## src/rtl/core/gwwl_pkg.sv

```systemverilog
package gwwl_pkg;

  // sizing
  localparam int WORD_MAX   = 32;
  localparam int COORD_BITS = 16;
  localparam int XW         = COORD_BITS + 10;
  localparam int LW         = $clog2(WORD_MAX + 1);
  localparam int AW         = $clog2(WORD_MAX);
  localparam int OUT_BITS   = 16;

  // configuration port
  localparam int CFG_IDX_W  = 3;
  localparam int CFG_DATA_W = 15;

  localparam logic [CFG_IDX_W-1:0] CFG_PAD_LEFT     = 3'd0;
  localparam logic [CFG_IDX_W-1:0] CFG_PAD_RIGHT    = 3'd1;
  localparam logic [CFG_IDX_W-1:0] CFG_PAD_TOP      = 3'd2;
  localparam logic [CFG_IDX_W-1:0] CFG_BOUND_WIDTH  = 3'd3;
  localparam logic [CFG_IDX_W-1:0] CFG_BOUND_HEIGHT = 3'd4;
  localparam logic [CFG_IDX_W-1:0] CFG_LINE_SPACE   = 3'd5;
  localparam logic [CFG_IDX_W-1:0] CFG_ASCENDER     = 3'd6;
  localparam logic [CFG_IDX_W-1:0] CFG_DESCENDER    = 3'd7;

  // character codes
  localparam logic [7:0] CH_END     = 8'd0;
  localparam logic [7:0] CH_NEWLINE = 8'd10;
  localparam logic [7:0] CH_SPACE   = 8'd32;

  // result codes
  localparam logic       KIND_LETTER = 1'b0;
  localparam logic       KIND_SIZE   = 1'b1;
  localparam logic [1:0] ST_OK       = 2'd0;
  localparam logic [1:0] ST_HEIGHT   = 2'd1;
  localparam logic [1:0] ST_TRUNC    = 2'd2;

  typedef logic signed [COORD_BITS-1:0] coord_t;
  typedef logic signed [XW-1:0]         xw_t;

  localparam xw_t C_HI = xw_t'((64'sd1 <<< (COORD_BITS - 1)) - 64'sd1);
  localparam xw_t C_LO = -C_HI - xw_t'(1);
  localparam xw_t O_HI = xw_t'(32767);
  localparam xw_t O_LO = xw_t'(-32768);

  typedef struct packed {
    logic [7:0]        char_code;
    logic [7:0]        glyph_advance;
    logic signed [7:0] bearing_y;
    logic signed [7:0] kern_next;
  } in_item_t;

  typedef struct packed {
    logic                       kind;
    logic [15:0]                char_index;
    logic signed [OUT_BITS-1:0] x_pos;
    logic signed [OUT_BITS-1:0] y_pos;
    logic [1:0]                 status;
    logic                       last;
  } out_item_t;

  // one buffered letter of the current word
  typedef struct packed {
    logic [7:0]        adv;
    logic signed [7:0] bear;
    logic signed [7:0] kern;
  } word_ent_t;

  localparam int WORD_W = $bits(word_ent_t);

  typedef enum logic [1:0] {
    S_IDLE,
    S_EXEC,
    S_EMIT,
    S_FIN
  } state_e;

  // clamp to the signed coordinate range
  function automatic coord_t sat_c(xw_t v);
    xw_t r;
    r = (v > C_HI) ? C_HI : ((v < C_LO) ? C_LO : v);
    return coord_t'(r);
  endfunction

  // clamp a coordinate to the output field range
  function automatic logic signed [OUT_BITS-1:0] sat_o(coord_t c);
    xw_t v;
    xw_t r;
    v = xw_t'(c);
    r = (v > O_HI) ? O_HI : ((v < O_LO) ? O_LO : v);
    return r[OUT_BITS-1:0];
  endfunction

endpackage

```

## src/rtl/core/gwwl_ram.sv

```systemverilog
module gwwl_ram #(
  parameter int WIDTH = 8,
  parameter int DEPTH = 32
) (
  input  logic                     clk_i,
  input  logic                     we_i,
  input  logic [$clog2(DEPTH)-1:0] waddr_i,
  input  logic [WIDTH-1:0]         wdata_i,
  input  logic                     re_i,
  input  logic [$clog2(DEPTH)-1:0] raddr_i,
  output logic [WIDTH-1:0]         rdata_o
);

  logic [WIDTH-1:0] mem_q [DEPTH];
  logic [WIDTH-1:0] rdata_q;

  // write port
  always_ff @(posedge clk_i) begin
    if (we_i) begin
      mem_q[waddr_i] <= wdata_i;
    end
  end

  // registered read, holds while not enabled
  always_ff @(posedge clk_i) begin
    if (re_i) begin
      rdata_q <= mem_q[raddr_i];
    end
  end

  assign rdata_o = rdata_q;

endmodule

```

## src/rtl/core/greedy_word_wrap_layout_unit.sv

```systemverilog
// Greedy word-wrap layout: one character per input transaction. A letter is accepted, then
// goes through the wrap test and a write to the word RAM; a letter arriving with the word
// buffer full yields one result marked truncated. For a space, newline or end code the
// word RAM is read once per buffered letter and one letter position leaves per cycle while
// the output side takes them, so the word RAM read port sets the flush rate. The end code
// adds one size result and returns the text state to its start values; the pen is loaded
// from the padding and ascender registers at the first character of each text. Input stall
// is high from acceptance until that character is done.
module greedy_word_wrap_layout_unit (
  input  logic                                 clk_i,
  input  logic                                 rst_ni,
  input  logic                                 in_valid_i,
  output logic                                 in_stall_o,
  input  gwwl_pkg::in_item_t                   in_data_i,
  output logic                                 out_valid_o,
  input  logic                                 out_stall_i,
  output gwwl_pkg::out_item_t                  out_data_o,
  input  logic                                 cfg_we_i,
  input  logic [gwwl_pkg::CFG_IDX_W-1:0]       cfg_idx_i,
  input  logic [gwwl_pkg::CFG_DATA_W-1:0]      cfg_data_i
);

  import gwwl_pkg::*;

  // configuration registers
  logic [11:0]        pad_left_q, pad_right_q, pad_top_q, line_space_q;
  logic [14:0]        bound_width_q, bound_height_q;
  logic signed [12:0] ascender_q, descender_q;

  // text state
  state_e         state_q, state_d;
  in_item_t       in_q;
  logic           open_q, open_d;
  coord_t         pen_x_q, pen_x_d;
  coord_t         pen_y_q, pen_y_d;
  coord_t         ww_q, ww_d;
  coord_t         mlw_q, mlw_d;
  logic [LW-1:0]  letters_q, letters_d;
  logic [LW-1:0]  idx_q, idx_d;
  logic [15:0]    pos_q, pos_d;
  logic [15:0]    first_pos_q, first_pos_d;
  xw_t            x_q, x_d;
  logic           out_valid_q, out_valid_d;
  out_item_t      out_q, out_d;

  // word RAM port signals
  logic           ram_we, ram_re;
  logic [AW-1:0]  ram_waddr, ram_raddr;
  word_ent_t      ram_wdata, ram_rdata;

  // datapath terms
  logic           accept, out_free, is_letter, word_full, wrap, size_over, more;
  logic [LW-1:0]  idx_nx;
  xw_t            sum_adv, max_w, ww_adv, pen_line, pen_ww, letter_x, letter_y, height_x;
  coord_t         left_pen, pen_end, size_w, size_h;

  gwwl_ram #(
    .WIDTH (WORD_W),
    .DEPTH (WORD_MAX)
  ) u_word_ram (
    .clk_i   (clk_i),
    .we_i    (ram_we),
    .waddr_i (ram_waddr),
    .wdata_i (ram_wdata),
    .re_i    (ram_re),
    .raddr_i (ram_raddr),
    .rdata_o (ram_rdata)
  );

  // handshakes
  assign in_stall_o  = (state_q != S_IDLE);
  assign accept      = in_valid_i && !in_stall_o;
  assign out_free    = !out_valid_q || !out_stall_i;
  assign out_valid_o = out_valid_q;
  assign out_data_o  = out_q;

  // configuration writes
  always_ff @(posedge clk_i or negedge rst_ni) begin
    if (!rst_ni) begin
      pad_left_q     <= '0;
      pad_right_q    <= '0;
      pad_top_q      <= '0;
      bound_width_q  <= '0;
      bound_height_q <= '0;
      line_space_q   <= 12'd16;
      ascender_q     <= 13'sd12;
      descender_q    <= -13'sd4;
    end else if (cfg_we_i) begin
      case (cfg_idx_i)
        CFG_PAD_LEFT:     pad_left_q     <= cfg_data_i[11:0];
        CFG_PAD_RIGHT:    pad_right_q    <= cfg_data_i[11:0];
        CFG_PAD_TOP:      pad_top_q      <= cfg_data_i[11:0];
        CFG_BOUND_WIDTH:  bound_width_q  <= cfg_data_i[14:0];
        CFG_BOUND_HEIGHT: bound_height_q <= cfg_data_i[14:0];
        CFG_LINE_SPACE:   line_space_q   <= cfg_data_i[11:0];
        CFG_ASCENDER:     ascender_q     <= cfg_data_i[12:0];
        CFG_DESCENDER:    descender_q    <= cfg_data_i[12:0];
        default: ;
      endcase
    end
  end

  // arithmetic shared by the states
  always_comb begin
    is_letter = !(in_q.char_code inside {CH_END, CH_NEWLINE, CH_SPACE});
    word_full = (letters_q >= LW'(WORD_MAX));
    sum_adv   = xw_t'(pen_x_q) + xw_t'(ww_q) + xw_t'(in_q.glyph_advance);
    max_w     = xw_t'(bound_width_q) - xw_t'(pad_right_q);
    wrap      = (bound_width_q != '0) && (sum_adv > max_w);
    ww_adv    = xw_t'(ww_q) + xw_t'(in_q.glyph_advance);
    pen_line  = xw_t'(pen_y_q) + xw_t'(line_space_q);
    left_pen  = sat_c(xw_t'(pad_left_q));
    pen_ww    = xw_t'(pen_x_q) + xw_t'(ww_q);
    pen_end   = sat_c(pen_ww);
    size_w    = (mlw_q > pen_end) ? mlw_q : pen_end;
    height_x  = xw_t'(pen_y_q) - xw_t'(descender_q);
    size_h    = sat_c(height_x);
    size_over = (bound_height_q != '0) && (xw_t'(size_h) > xw_t'(bound_height_q));
    letter_x  = x_q - xw_t'(ram_rdata.kern);
    letter_y  = xw_t'(pen_y_q) - xw_t'(ram_rdata.bear);
    idx_nx    = idx_q + LW'(1);
    more      = (idx_nx < letters_q);
  end

  // next state
  always_comb begin
    state_d = state_q;
    case (state_q)
      S_IDLE: begin
        if (accept) state_d = S_EXEC;
      end
      S_EXEC: begin
        if (is_letter) begin
          if (!word_full || out_free) state_d = S_IDLE;
        end else if (letters_q != '0) begin
          state_d = S_EMIT;
        end else begin
          state_d = S_FIN;
        end
      end
      S_EMIT: begin
        if (out_free && !more) state_d = S_FIN;
      end
      S_FIN: begin
        if (in_q.char_code != CH_END || out_free) state_d = S_IDLE;
      end
      default: state_d = S_IDLE;
    endcase
  end

  // datapath and result updates
  always_comb begin
    open_d      = open_q;
    pen_x_d     = pen_x_q;
    pen_y_d     = pen_y_q;
    ww_d        = ww_q;
    mlw_d       = mlw_q;
    letters_d   = letters_q;
    idx_d       = idx_q;
    pos_d       = pos_q;
    first_pos_d = first_pos_q;
    x_d         = x_q;
    out_d       = out_q;
    out_valid_d = out_valid_q && out_stall_i;
    ram_we      = 1'b0;
    ram_waddr   = letters_q[AW-1:0];
    ram_wdata   = '{adv: in_q.glyph_advance, bear: in_q.bearing_y, kern: in_q.kern_next};
    ram_re      = 1'b0;
    ram_raddr   = '0;

    case (state_q)
      // start of text loads the pen
      S_IDLE: begin
        if (accept && !open_q) begin
          open_d  = 1'b1;
          pen_x_d = left_pen;
          pen_y_d = sat_c(xw_t'(ascender_q) + xw_t'(pad_top_q));
        end
      end

      S_EXEC: begin
        if (is_letter) begin
          if (word_full) begin
            // dropped letter reported as truncated
            if (out_free) begin
              out_valid_d = 1'b1;
              out_d = '{kind: KIND_LETTER, char_index: pos_q, x_pos: '0, y_pos: '0,
                        status: ST_TRUNC, last: 1'b1};
              pos_d = pos_q + 16'd1;
            end
          end else begin
            // wrap test, then buffer the letter
            if (wrap) begin
              if (pen_x_q > mlw_q) mlw_d = pen_x_q;
              pen_x_d = left_pen;
              pen_y_d = sat_c(pen_line);
            end
            ww_d      = sat_c(ww_adv);
            ram_we    = 1'b1;
            letters_d = letters_q + LW'(1);
            if (letters_q == '0) first_pos_d = pos_q;
            pos_d     = pos_q + 16'd1;
          end
        end else if (letters_q != '0) begin
          // first read of the word flush
          ram_re    = 1'b1;
          ram_raddr = '0;
          idx_d     = '0;
          x_d       = xw_t'(pen_x_q);
        end
      end

      // one letter position per transaction
      S_EMIT: begin
        if (out_free) begin
          out_valid_d = 1'b1;
          out_d = '{kind: KIND_LETTER, char_index: first_pos_q + 16'(idx_q),
                    x_pos: sat_o(sat_c(letter_x)), y_pos: sat_o(sat_c(letter_y)),
                    status: ST_OK, last: !more && (in_q.char_code != CH_END)};
          x_d   = x_q + xw_t'(ram_rdata.adv);
          idx_d = idx_nx;
          if (more) begin
            ram_re    = 1'b1;
            ram_raddr = idx_nx[AW-1:0];
          end
        end
      end

      // separator bookkeeping
      S_FIN: begin
        case (in_q.char_code)
          CH_END: begin
            if (out_free) begin
              out_valid_d = 1'b1;
              out_d = '{kind: KIND_SIZE, char_index: pos_q, x_pos: sat_o(size_w),
                        y_pos: sat_o(size_h), status: size_over ? ST_HEIGHT : ST_OK,
                        last: 1'b1};
              open_d    = 1'b0;
              pen_x_d   = '0;
              pen_y_d   = '0;
              ww_d      = '0;
              mlw_d     = '0;
              letters_d = '0;
              pos_d     = '0;
            end
          end
          CH_NEWLINE: begin
            if (letters_q != '0 && pen_end > mlw_q) mlw_d = pen_end;
            pen_x_d   = left_pen;
            pen_y_d   = sat_c(pen_line);
            ww_d      = '0;
            letters_d = '0;
            pos_d     = pos_q + 16'd1;
          end
          default: begin
            pen_x_d   = sat_c(pen_ww + xw_t'(in_q.glyph_advance));
            ww_d      = '0;
            letters_d = '0;
            pos_d     = pos_q + 16'd1;
          end
        endcase
      end

      default: ;
    endcase
  end

  // control registers
  always_ff @(posedge clk_i or negedge rst_ni) begin
    if (!rst_ni) begin
      state_q     <= S_IDLE;
      open_q      <= 1'b0;
      pen_x_q     <= '0;
      pen_y_q     <= '0;
      ww_q        <= '0;
      mlw_q       <= '0;
      letters_q   <= '0;
      idx_q       <= '0;
      pos_q       <= '0;
      out_valid_q <= 1'b0;
    end else begin
      state_q     <= state_d;
      open_q      <= open_d;
      pen_x_q     <= pen_x_d;
      pen_y_q     <= pen_y_d;
      ww_q        <= ww_d;
      mlw_q       <= mlw_d;
      letters_q   <= letters_d;
      idx_q       <= idx_d;
      pos_q       <= pos_d;
      out_valid_q <= out_valid_d;
    end
  end

  // payload registers
  always_ff @(posedge clk_i) begin
    if (accept) in_q <= in_data_i;
    first_pos_q <= first_pos_d;
    x_q         <= x_d;
    out_q       <= out_d;
  end

endmodule

```

## config.mk

```make
export PLATFORM = sky130hd
export DESIGN_NAME = greedy_word_wrap_layout_unit
export DESIGN_NICKNAME = d
export VERILOG_FILES = /design/src/rtl/core/gwwl_pkg.sv /design/src/rtl/core/gwwl_ram.sv /design/src/rtl/core/greedy_word_wrap_layout_unit.sv
export SDC_FILE = /design/constraint.sdc
export NUM_CORES = 2
export LEC_CHECK = 0
export ABC_AREA = 1
export BUFFER_PORTS_ARGS = -buffer_cell sky130_fd_sc_hd__buf_4
export CAP_MARGIN = 25
export CORE_ASPECT_RATIO = 0.7
export CORE_MARGIN = 10
export CORE_UTILIZATION = 55
export CTS_CLUSTER_DIAMETER = 60
export CTS_CLUSTER_SIZE = 30
export DETAILED_ROUTE_END_ITERATION = 12
export PLACE_DENSITY_LB_ADDON = 0.05
export SYNTH_ARGS = -nofsm -noshare
export SYNTH_HDL_FRONTEND = slang
export SYNTH_SLANG_ARGS = --single-unit
```

## constraint.sdc

```tcl
create_clock -name clk_i -period 6.5 [get_ports clk_i]
set_clock_uncertainty 0.05 [all_clocks]
set_input_delay 0.975 -clock clk_i [delete_from_list [all_inputs] [get_ports clk_i]]
set_output_delay 0.975 -clock clk_i [all_outputs]
set_load 0.005 [all_outputs]
```

==> results by group <==
Clock network
  – Max Root-Sink Buffers: 3
  – Total CTS buffers: 66
  – Insertion delay to the later sink of the worst-skew pair: 0.69 ns
  – Clock root buffer: clkbuf_16
  – # H-tree levels: 3
  – Worst-path clk slew: 0.10 ns
  – CTS tree: yes
  – Clock Sinks: 1118

Timing
  – Final TNS setup: 0 ns
  – Setup Viol. Count Final: 0
  – Unrepaired setup endpoints after global routing: false
  – Max-slew violations: 0
  – Final Hold Viols: 0
  – Final Cycle Share: 91.69%
  – Worst slew pin tran: 1.161 ns
  – FMAX: 0.1678 GHz
  – Rel. slew slack: 22.61%
  – Minimum clock period: 5.960 ns

Global routing
  – GR Overflow Total: 0
  – Largest net degree at the start of global routing: 225
  – Initial antenna violation count: 1
  – First-pass GRT wire length: 237700 µm
  – Vias in the first global route: 37670
  – GR Util All Layers: 26.94%

Yosys
  – Most common cell in the netlist: nand2_1
  – Post-synth EDFFs: 918
  – Post-Syn Area: 55920 µm²
  – Synth async-reset ratio: 17.89%
  – Top-area cell type share of the netlist area: 49.30%
  – #FFs+latches synth: 1118
  – Yosys Warn Count: 0
  – Sequential area share after synthesis: 58.28%
  – Post-synth cell types: 54
  – Synth area leaders: edfxtp_1 49%, dfrtp_1 8.3%, nand2_1 7.7%, o211ai_1 5.4%, ha_1 4.9%
  – Post-synth top flop: edfxtp_1
  – Syn Inst Count: 5498
  – Syn Nets: 5784
  – Commonest cells in the netlist: 1140 x nand2_1, 918 x edfxtp_1, 572 x inv_1
  – Post-synth top area cell: edfxtp_1
  – Mapped Avg Cell Area: 10.17 µm²

Route
  – Drt total wl: 158700 µm
  – ANT nets after route: 0
  – Vias/cell: 5.847
  – Routed via count: 40572
  – DRT Pass-1 Iters: 5
  – Iteration-0 DRC Markers: 4804
  – Post-route DRC: 0
  – WL per Instance: 22.87 µm

Cells and area
  – Fin cells: 6939
  – Nets@finish: 5838
  – Final core occ: 60.86%
  – Area Growth Syn to Fin: 9.380%
  – Share of layout cells above drive strength 1: 11.85%

Setup path
  – Setup Crit Path Kind: flop to flop
  – Worst reg2reg setup slack: 0.54 ns
  – Critical Path Fanout Max: 12
  – End point of the critical path: pen_y_q[2]
  – Worst r2r src: pen_x_q[2]
  – Worst path arrival time: 6.49 ns
  – Most frequent CP cell: nand2_1
  – CP max-delay cell: xnor2_1
  – Critical Path Start: pen_x_q[2]
  – Reg2reg path depth: 32
  – Crit end category: flop
  – Worst EP required: 7.03 ns
  – Worst setup SP type: flop
  – CP max stage delay: 0.57 ns
  – Reg2reg end: pen_y_q[2]

Floorplanning
  – Top Ports: 109
  – Core area: 100500 µm²
  – Die X: 401.1 µm
  – Die outline height: 286.8 µm
  – Initial Util: 55.64%
  – Die area: 115000 µm²
  – Row count: 97

Placement
  – Dpl hpwl: 105400 µm
  – Placer Congestion: 0.9616
  – Port Buffers: 108
  – Placed instance count: 6809

Worst hold path
  – Hold Path Class: input port to async pin

Run status
  – Status: finished, final reports clean

Power and ir drop
  – Clock Power Share: 17.7%
  – Part of the power in registers: 34.3%
  – Peak supply drop: 344.3 µV
  – Sw Ratio: 44.10%
  – Total internal power: 15.86 mW
  – PwrDens: 464.0 nW/µm²
  – Lkg Pwr: 24.52 nW
  – Combinational power share: 48.0%
  – Switching Power: 12.51 mW

Job
  – MaxCap Viol Count: 0
[critical path: cells and delay by family (launching register included)]
family                   cells  cell delay (ns)
AO/OA/AOI/OAI                3             0.66
XOR/XNOR                     1             0.57
adder cells (fa/ha/maj)      3             1.08
buffers and inverters        6             0.66
flip-flops                   1             0.42
AND/OR/NAND/NOR             19             2.43
[state kept, by name (all words and copies together) (netlist names), 13 cells and up, named ones only]
| register | flops |
|---|---|
| out_data_o | 52 |
| bound_width_q | 15 |
| bound_height_q | 15 |
| first_pos_q | 16 |
| ww_q | 16 |
| pen_y_q | 16 |
| pen_x_q | 16 |
| in_q | 32 |
| descender_q | 13 |
| pos_q | 16 |
| mlw_q | 16 |
| x_q | 26 |
| u_word_ram.rdata_o | 24 |
| ascender_q | 13 |
| u_word_ram.mem_q | 768 |
[placed cells by master, fill, tap and decap left out, types with 202 or more instances in the layout]
cell | Yosys | layout
o211ai_1 | 403 | 403
a21oi_1 | 211 | 210
edfxtp_1 | 918 | 918
or2_2 | 248 | 248
nand3_1 | 456 | 456
o21ai_0 | 298 | 298
ha_1 | 220 | 218
nor2_1 | 236 | 202
inv_1 | 572 | 568
nand2_1 | 1140 | 1139
[layout make-up]
class | instances | area [µm²]
inverter | 580 | 2198
timing repair buffer | 211 | 1931
multi-input combinational | 3573 | 20300
timing repair inverter | 2 | 15.01
tap | 1336 | 1672
clock buffer | 72 | 1759
antenna | 1 | 2.502
sequential | 1118 | 32590
clock inverter | 46 | 696.9
fill | 8365 | 39330
[worst min path at each step]
stage                          from                  to  slack (ns)  cells past startpoint
after floorplan           pos_q[15]     first_pos_q[15]        0.37                      0
after global placement    pos_q[15]     first_pos_q[15]        0.38                      0
after detailed placement   pos_q[7]      first_pos_q[7]        0.38                      0
after CTS                    rst_ni  bound_height_q[11]        0.28                      1
after global routing         rst_ni       pad_top_q[10]        0.31                      1
final                        rst_ni       pad_top_q[10]        0.30                      1
[power groups by stage]
stage	clock network, mW	logic (mW)	registers, mW
6_report	5.02	13.6	9.73
5_1_grt	5.36	15.2	9.81
4_1_cts	5.09	13.3	9.76
3_5_place_dp	0	13.2	9.91
3_3_place_gp	0	13.0	9.93
2_1_floorplan	0	9.16	9.72
[metrics by stage]
stage	power (mW)	instance area (µm²)	hold WS, ns	setup WS, ns
finish	28.38	61160	0.2977	0.5400
floorplan	18.88	55920	0.3749	1.686
global placement	22.94	58300	0.3785	0.5506
detailed placement	23.11	58470	0.3797	0.4763
CTS	28.13	60920	0.2803	0.4435
global route	30.39	61160	0.3062	0.02742
[layer usage]
metal / up-vias / track usage, % / routed length [µm]
li1: 19261 / - / -
met1: 19574 / 42.97 / 76360
met2: 1591 / 35.78 / 61830
met3: 146 / 8.144 / 17840
met4: 0 / 4.740 / 2689
met5: - / 0 / 0
[cell families (layout without fill, tap and decap cells)]
kind of cell,Yosys count,after routing,synth area share (%)
other,0,1,0
XOR/XNOR,117,117,1.846
flip-flops,1118,1118,58.28
adder cells (fa/ha/maj),231,231,5.317
AND/OR/NAND/NOR,2210,2210,17.50
buffers and inverters,807,911,5.722
AO/OA/AOI/OAI,1015,1015,11.33
[repair_timing]
item | 4_1_cts | 5_1_grt
gates resized for setup | 0 | 6
buffers inserted | 0 | 2
hold buffers | 0 | 0
setup endpoints to repair | 0 | 34
(Power assumes the default switching activity.)
